--- config.mk ---
export PLATFORM = sky130hd
export DESIGN_NAME = rational_arithmetic_unit
export DESIGN_NICKNAME = d
export VERILOG_FILES = /design/src/rtl/rau_pkg.sv /design/src/rtl/rau_datapath.sv /design/src/rtl/rau_ctrl.sv /design/src/rtl/rational_arithmetic_unit.sv
export SDC_FILE = /design/constraint.sdc
export NUM_CORES = 2
export LEC_CHECK = 0
export ABC_CLOCK_PERIOD_IN_PS = 17550
export BUFFER_PORTS_ARGS = -buffer_cell sky130_fd_sc_hd__buf_2
export CORE_MARGIN = 3
export CORE_UTILIZATION = 57
export DETAILED_ROUTE_END_ITERATION = 8
export PLACE_DENSITY = 0.73
export SLEW_MARGIN = 20
export SYNTH_ARGS = -nofsm -noshare
export SYNTH_HDL_FRONTEND = slang
export SYNTH_SLANG_ARGS = --single-unit
--- constraint.sdc ---
create_clock -name clk_i -period 17.55 [get_ports clk_i]
set_clock_uncertainty 0.05 [all_clocks]
set_input_delay 3.51 -clock clk_i [delete_from_list [all_inputs] [get_ports clk_i]]
set_output_delay 3.51 -clock clk_i [all_outputs]
set_load 0.01 [all_outputs]
--- src/rtl/rau_pkg.sv ---
// Shared types and constants for the rational arithmetic unit.
// No dependencies; used by every other file of the block.
package rau_pkg;

  localparam int unsigned OperandBitsDefault = 16;
  localparam int unsigned NumBits = 32;
  localparam int unsigned DenBits = 31;
  localparam int unsigned OrdBits = 2;
  localparam int unsigned CmdBits = 3;
  localparam int unsigned MagBits = 66;

  localparam logic [CmdBits-1:0] CmdAdd = 3'd0;
  localparam logic [CmdBits-1:0] CmdSub = 3'd1;
  localparam logic [CmdBits-1:0] CmdMul = 3'd2;
  localparam logic [CmdBits-1:0] CmdDiv = 3'd3;
  localparam logic [CmdBits-1:0] CmdCmp = 3'd4;

  typedef struct packed {
    logic load;
    logic mul1;
    logic mul2;
    logic combine;
    logic gcd_start;
    logic div_num;
    logic div_den;
    logic finish;
  } rau_cmd_t;

  typedef struct packed {
    logic reduce;
    logic gcd_done;
    logic div_done;
  } rau_stat_t;

endpackage

--- src/rtl/rau_datapath.sv ---
// Datapath of the rational arithmetic unit: products, subtractive-free GCD by
// shift-subtract remainder, and two restoring divisions. Depends on rau_pkg.
module rau_datapath #(
  parameter int unsigned OperandBits = rau_pkg::OperandBitsDefault
) (
  input  logic                          clk_i,
  input  logic                          rst_ni,
  input  rau_pkg::rau_cmd_t             cmd_i,
  output rau_pkg::rau_stat_t            stat_o,
  input  logic [rau_pkg::CmdBits-1:0]   command_i,
  input  logic [OperandBits-1:0]        a_num_i,
  input  logic [OperandBits-1:0]        a_den_i,
  input  logic [OperandBits-1:0]        b_num_i,
  input  logic [OperandBits-1:0]        b_den_i,
  output logic [rau_pkg::NumBits-1:0]   result_num_o,
  output logic [rau_pkg::DenBits-1:0]   result_den_o,
  output logic [rau_pkg::OrdBits-1:0]   ordering_o,
  output logic                          undefined_o
);

  localparam int unsigned PB = 2 * OperandBits + 2;
  localparam int unsigned MB = rau_pkg::MagBits;
  localparam int unsigned CB = $clog2(MB + 1);

  logic [rau_pkg::CmdBits-1:0] cmd_q;
  logic signed [OperandBits-1:0] an_q, ad_q, bn_q, bd_q;
  logic signed [PB-1:0] p0_q, p1_q, p2_q;
  logic signed [PB-1:0] n_q, d_q;
  logic [MB-1:0] x_q, y_q, g_q, quo_q, rem_q, dvd_q;
  logic [CB-1:0] cnt_q;
  logic gcd_busy_q, div_busy_q, gcd_done_q, div_done_q, in_mod_q;
  logic neg_q;
  logic [MB-1:0] qn_q;
  logic signed [2*OperandBits-1:0] m0, m1, m2;

  function automatic logic signed [OperandBits-1:0] sat(input logic [OperandBits-1:0] v);
    logic [OperandBits-1:0] mn;
    mn = {1'b1, {(OperandBits-1){1'b0}}};
    sat = (v == mn) ? OperandBits'(mn + 1'b1) : v;
  endfunction

  logic [MB:0] trial;
  logic [MB-1:0] sh_rem;
  assign sh_rem = {rem_q[MB-2:0], dvd_q[MB-1]};
  assign trial = {1'b0, sh_rem} - {1'b0, (in_mod_q ? y_q : g_q)};

  assign m0 = an_q * ((cmd_q == rau_pkg::CmdMul) ? bn_q : bd_q);
  assign m1 = bn_q * ad_q;
  assign m2 = ad_q * ((cmd_q == rau_pkg::CmdDiv) ? bn_q : bd_q);

  assign stat_o.reduce = (n_q != '0) && (d_q != '0) && (cmd_q <= rau_pkg::CmdDiv);
  assign stat_o.gcd_done = gcd_done_q;
  assign stat_o.div_done = div_done_q;

  always_ff @(posedge clk_i or negedge rst_ni) begin
    if (!rst_ni) begin
      gcd_busy_q <= 1'b0;
      div_busy_q <= 1'b0;
      gcd_done_q <= 1'b0;
      div_done_q <= 1'b0;
      in_mod_q <= 1'b0;
      cnt_q <= '0;
    end else begin
      gcd_done_q <= 1'b0;
      div_done_q <= 1'b0;
      if (cmd_i.gcd_start) begin
        x_q <= MB'(n_q < 0 ? -n_q : n_q);
        y_q <= MB'(d_q < 0 ? -d_q : d_q);
        neg_q <= (n_q < 0) != (d_q < 0);
        gcd_busy_q <= 1'b1;
        in_mod_q <= 1'b0;
      end else if (gcd_busy_q && !in_mod_q) begin
        if (y_q == '0) begin
          g_q <= x_q;
          gcd_busy_q <= 1'b0;
          gcd_done_q <= 1'b1;
        end else begin
          dvd_q <= x_q;
          rem_q <= '0;
          cnt_q <= CB'(MB);
          in_mod_q <= 1'b1;
        end
      end else if (gcd_busy_q && in_mod_q) begin
        dvd_q <= {dvd_q[MB-2:0], 1'b0};
        rem_q <= trial[MB] ? sh_rem : trial[MB-1:0];
        cnt_q <= cnt_q - 1'b1;
        if (cnt_q == CB'(1)) begin
          x_q <= y_q;
          y_q <= trial[MB] ? sh_rem : trial[MB-1:0];
          in_mod_q <= 1'b0;
        end
      end
      if (cmd_i.div_num || cmd_i.div_den) begin
        dvd_q <= cmd_i.div_num ? MB'(n_q < 0 ? -n_q : n_q) : MB'(d_q < 0 ? -d_q : d_q);
        rem_q <= '0;
        quo_q <= '0;
        cnt_q <= CB'(MB);
        div_busy_q <= 1'b1;
      end else if (div_busy_q) begin
        dvd_q <= {dvd_q[MB-2:0], 1'b0};
        rem_q <= trial[MB] ? sh_rem : trial[MB-1:0];
        quo_q <= {quo_q[MB-2:0], ~trial[MB]};
        cnt_q <= cnt_q - 1'b1;
        if (cnt_q == CB'(1)) begin
          div_busy_q <= 1'b0;
          div_done_q <= 1'b1;
        end
      end
      if (div_done_q && !cmd_i.finish) qn_q <= quo_q;
    end
  end

  always_ff @(posedge clk_i) begin
    if (cmd_i.load) begin
      cmd_q <= command_i;
      an_q <= sat(a_num_i);
      ad_q <= sat(a_den_i);
      bn_q <= sat(b_num_i);
      bd_q <= sat(b_den_i);
    end
    if (cmd_i.mul1) begin
      p0_q <= PB'(m0);
      p1_q <= PB'(m1);
    end
    if (cmd_i.mul2) begin
      p2_q <= PB'(m2);
    end
    if (cmd_i.combine) begin
      case (cmd_q)
        rau_pkg::CmdAdd: begin n_q <= p0_q + p1_q; d_q <= p2_q; end
        rau_pkg::CmdSub: begin n_q <= p0_q - p1_q; d_q <= p2_q; end
        default: begin n_q <= p0_q; d_q <= p2_q; end
      endcase
    end
    if (cmd_i.finish) begin
      result_num_o <= '0;
      result_den_o <= '0;
      ordering_o <= '0;
      undefined_o <= 1'b0;
      if (cmd_q == rau_pkg::CmdCmp) begin
        ordering_o <= (p0_q > p1_q) ? 2'sd1 : (p0_q < p1_q) ? -2'sd1 : 2'sd0;
      end else if (cmd_q <= rau_pkg::CmdDiv) begin
        undefined_o <= (d_q == '0);
        if (stat_o.reduce) begin
          result_num_o <= rau_pkg::NumBits'(neg_q ? -qn_q : qn_q);
          result_den_o <= rau_pkg::DenBits'(quo_q);
        end else begin
          result_num_o <= rau_pkg::NumBits'(n_q);
          result_den_o <= rau_pkg::DenBits'(d_q);
        end
      end
    end
  end

endmodule

--- src/rtl/rau_ctrl.sv ---
// Sequencer of the rational arithmetic unit.
// Depends on rau_pkg; drives rau_datapath by command signals.
module rau_ctrl (
  input  logic               clk_i,
  input  logic               rst_ni,
  input  logic               start_i,
  output logic               busy_o,
  output logic               done_o,
  output rau_pkg::rau_cmd_t  cmd_o,
  input  rau_pkg::rau_stat_t stat_i
);

  localparam logic [3:0] StIdle = 4'd0;
  localparam logic [3:0] StMul1 = 4'd1;
  localparam logic [3:0] StMul2 = 4'd2;
  localparam logic [3:0] StComb = 4'd3;
  localparam logic [3:0] StChk  = 4'd4;
  localparam logic [3:0] StGcd  = 4'd5;
  localparam logic [3:0] StDivN = 4'd6;
  localparam logic [3:0] StDivD = 4'd7;
  localparam logic [3:0] StFin  = 4'd8;
  localparam logic [3:0] StOut  = 4'd9;
  localparam logic [3:0] StWGcd = 4'd10;

  logic [3:0] state_q, state_d;

  always_comb begin
    state_d = state_q;
    cmd_o = '0;
    unique case (state_q)
      StIdle: if (start_i) begin cmd_o.load = 1'b1; state_d = StMul1; end
      StMul1: begin cmd_o.mul1 = 1'b1; state_d = StMul2; end
      StMul2: begin cmd_o.mul2 = 1'b1; state_d = StComb; end
      StComb: begin cmd_o.combine = 1'b1; state_d = StChk; end
      StChk: begin
        if (stat_i.reduce) begin cmd_o.gcd_start = 1'b1; state_d = StWGcd; end
        else state_d = StFin;
      end
      StWGcd: if (stat_i.gcd_done) begin cmd_o.div_num = 1'b1; state_d = StDivN; end
      StDivN: if (stat_i.div_done) begin cmd_o.div_den = 1'b1; state_d = StDivD; end
      StDivD: if (stat_i.div_done) begin cmd_o.finish = 1'b1; state_d = StOut; end
      StFin: begin cmd_o.finish = 1'b1; state_d = StOut; end
      StOut: state_d = StIdle;
      default: state_d = StIdle;
    endcase
  end

  assign busy_o = (state_q != StIdle);
  assign done_o = (state_q == StOut);

  always_ff @(posedge clk_i or negedge rst_ni) begin
    if (!rst_ni) state_q <= StIdle;
    else state_q <= state_d;
  end

endmodule

--- src/rtl/rational_arithmetic_unit.sv ---
// Rational arithmetic unit: adds, subtracts, multiplies, divides or compares
// two fractions, reducing arithmetic results by their GCD when numerator and denominator are nonzero.
// Channels: a beat is taken when start_i is high and busy_o is low; the
// result beat is shown for one cycle with done_o high and cannot be held off.
// Compare and unreduced results go through the multiply, combine, check and
// finish states. Reduced results add the Euclidean loop, one remainder step
// at a time on a shared restoring shift-subtract unit, then two divisions on it.
// One item is in work at a time; busy_o stays high until done_o.
// Reset clears the sequencer; no result is pending afterwards.
// Depends on rau_pkg, rau_ctrl and rau_datapath.
module rational_arithmetic_unit #(
  parameter int unsigned OperandBits = rau_pkg::OperandBitsDefault
) (
  input  logic                        clk_i,
  input  logic                        rst_ni,
  input  logic                        start_i,
  output logic                        busy_o,
  output logic                        done_o,
  input  logic [rau_pkg::CmdBits-1:0] command_i,
  input  logic [OperandBits-1:0]      a_num_i,
  input  logic [OperandBits-1:0]      a_den_i,
  input  logic [OperandBits-1:0]      b_num_i,
  input  logic [OperandBits-1:0]      b_den_i,
  output logic [rau_pkg::NumBits-1:0] result_num_o,
  output logic [rau_pkg::DenBits-1:0] result_den_o,
  output logic [rau_pkg::OrdBits-1:0] ordering_o,
  output logic                        undefined_o
);

  rau_pkg::rau_cmd_t  cmd;
  rau_pkg::rau_stat_t stat;

  rau_ctrl u_ctrl (
    .clk_i, .rst_ni, .start_i, .busy_o, .done_o, .cmd_o(cmd), .stat_i(stat)
  );

  rau_datapath #(.OperandBits(OperandBits)) u_dp (
    .clk_i, .rst_ni, .cmd_i(cmd), .stat_o(stat), .command_i,
    .a_num_i, .a_den_i, .b_num_i, .b_den_i,
    .result_num_o, .result_den_o, .ordering_o, .undefined_o
  );

  a_done_busy: assert property (@(posedge clk_i) disable iff (!rst_ni)
    done_o |-> busy_o) else $error("done without busy");
  a_done_pulse: assert property (@(posedge clk_i) disable iff (!rst_ni)
    done_o |=> !done_o) else $error("done held");
  a_start_busy: assert property (@(posedge clk_i) disable iff (!rst_ni)
    (start_i && !busy_o) |=> busy_o) else $error("start not taken");

endmodule

==> results.cfg <==
[run]
max_cap_viol_count = 0

[timing]
slew-limit-headroom_pct = 21.6
finalCritPeriodShare_pct = 47.0
slew_viol_final = 0
setup_violations = 0
rsz0062_at_grt = no
worst_pin_slew_ns = 1.17
tns_ns = 0
fin_crit_ns = 8.24
max_freq_mhz = 121
hold_viol = 0

[routing]
routed_wl_um = 179000
drc_errors = 0
wl_per_cell_um = 21.9
via_per_inst = 5.85
dr_total_vias = 47800
dr.pass1.iters = 6
final_antenna_net_count = 0
drtIter0Drc = 3669

[placed_design]
gp_congestion = 0.955
port_buffers = 137
hpwlAfterDp_um = 138000

[synthesis]
synth-main-ff-cell = edfxtp_1
synth_top_area_share_pct = 30.7
synthTopCellsByArea = edfxtp_1, fa_1, ha_1
ys_ff_latch = 704
yosysMostFrequentCell = inv_1
synth_nets = 7920
synth_edf_count = 688
synth_area_mm2 = 0.0673
avgSynthCellArea_um2 = 10.1
async_reset_ff_share_pct = 2.27
synth_top_area_cell = edfxtp_1
synth.top_cells.by_count = inv_1, nand2_1, fa_1
ys_seq_area_share_pct = 31.3
synth_cell_type_count = 79
yosysWarnings = 0
synthCells = 6679

[clock_tree]
clock_latency_ns = 0.68
cts_max_level = 3
clk_pin_slew_ns = 0.06
root_buffer = clkbuf_16
cts_tree = built
cts_inserted_buffers = 80
postCtsSetupRepairBufs = 0
cts_resized = 0
cts_sinks = 704
hold_buffers = 0
cts_buffer_depth = 3

[floorplanning]
boundaryPins = 138
die_w_um = 350
core-area_mm2 = 0.117
die_h_um = 350
start_util_pct = 57.7
die_area_mm2 = 0.122
core.rowCount = 125

[final_layout]
utilization_pct = 61.5
layout.nets = 7821
area_delta_synth_final_pct = 6.68
n_fill_cell = 9557
drive_above_1_share_pct = 6.19

[worst_setup_path]
cp.required_ns = 17.87
crit_type = reg2reg
crit_fanout = 16
cp-end-kind = register
arrival_ns = 8.57
crit_path_start_kind = register

[grt]
overflow = 0
antenna_found_initial = 5
grt_pass1_wl_um = 282000
grt_pass1_vias = 49300
grt_max_degree = 89
gr-usage-all-layers_pct = 29.8

[outcome]
outcome = finished clean

[min_path]
hold_class = reg2reg
## cells by family after synthesis
logic type	after synthesis	share of synthesized area [%]
AND/OR/NAND/NOR	1936	14.0
AO/OA/AOI/OAI	1046	9.96
adder cells (fa/ha/maj)	1171	30.6
XOR/XNOR	258	3.36
buffers and inverters	1349	7.56
flip-flops	704	31.3
multiplexers	215	3.26
## routing by layer
layer  GRT usage, %  routed length (um)
met5              0                  13
met4           16.1               11400
met3           3.87               10900
met2           49.7               85300
met1           38.1               71100
## sequential cells by signal, summed over array words and instances, names as in the netlist, 2 cells and up
register and count:
u_ctrl.state_q 4, u_dp.ad_q 16, u_dp.an_q 16, u_dp.bd_q 16, u_dp.bn_q 16, u_dp.cmd_q 3, u_dp.cnt_q 7, u_dp.d_q 32
u_dp.dvd_q 66, u_dp.g_q 66, u_dp.n_q 33, u_dp.ordering_o 2, u_dp.p0_q 32, u_dp.p1_q 32, u_dp.p2_q 32, u_dp.qn_q 32
u_dp.quo_q 32, u_dp.rem_q 65, u_dp.result_den_o 31, u_dp.result_num_o 32, u_dp.x_q 66, u_dp.y_q 66
## area by class of cell
class,count,area [um2],area share (%)
antenna,1,2.50,0.00349
clock buffer,94,2070,2.89
clock inverter,48,668,0.931
inverter,972,3650,5.08
multi-input combinational,4626,41300,57.5
sequential,704,21100,29.3
tap,1524,1910,2.66
timing repair buffer,196,1140,1.59
## metrics by stage
step,cells,hold WS [ns],instance area (um2),worst slack [ns]
floorplan,6679,0.350,67300,3.62
global placement,8021,0.351,69000,9.52
detailed placement,8021,0.356,69000,9.38
CTS,8163,0.369,71800,9.36
global route,8164,0.372,71800,8.85
finish,8165,0.363,71800,9.31
## worst max-delay path, cell delays in order, from the launching register on
cell and delay, ns:
edfxtp_1 0.53, nor3b_2 0.24, buf_4 0.26, mux2_2 0.53, and2_1 0.24, fa_1 0.53
inv_1 0.05, fa_1 0.48, fa_1 0.52, inv_1 0.06, fa_1 0.49, fa_1 0.49
inv_1 0.05, fa_1 0.47, inv_1 0.04, ha_1 0.35, a21o_1 0.19, a21o_1 0.17
a21oi_1 0.19, nand2_1 0.07, a211oi_1 0.38, o311ai_0 0.30, a2111oi_0 0.62, nor3_1 0.19
a21o_1 0.22, a21oi_1 0.17, xnor2_1 0.10
## final timing paths
check / start / to / slack (ns) / cells past startpoint
worst max-delay path: u_dp.cmd_q[0] / u_dp.p0_q[28] / 9.31 / 26
worst min-delay path: u_dp.p2_q[23] / u_dp.d_q[23] / 0.36 / 0
worst max register to register: u_dp.cmd_q[0] / u_dp.p0_q[28] / 9.31 / 26
worst min register to register: u_dp.p2_q[23] / u_dp.d_q[23] / 0.36 / 0
max in group asynchronous: rst_ni / u_dp.in_mod_q / 13.05 / 2
min in group asynchronous: rst_ni / u_ctrl.state_q[2] / 2.93 / 1
## layout by cell type, fill, tap and decap left out, types with 35 or more instances in the layout
cell type  count
a21o_1       101
a21oi_1      257
and2_1       376
buf_2        136
buf_4         59
clkbuf_16     80
edfxtp_1     688
fa_1         790
ha_1         381
inv_1        972
mux2_2        35
mux2i_1      180
nand2_1      791
nand2b_1      48
nand3_1       58
nand3b_1      63
nand4_1       37
nor2_1       308
nor2b_1       48
nor3_1        43
nor4_1        39
o21ai_0      310
o221ai_1      38
o31ai_1       45
or3_1         36
xnor2_1      152
xor2_1       106
Power is not shown: default switching activity piles up to over one toggle a cycle in this logic, so the estimate is an artifact.
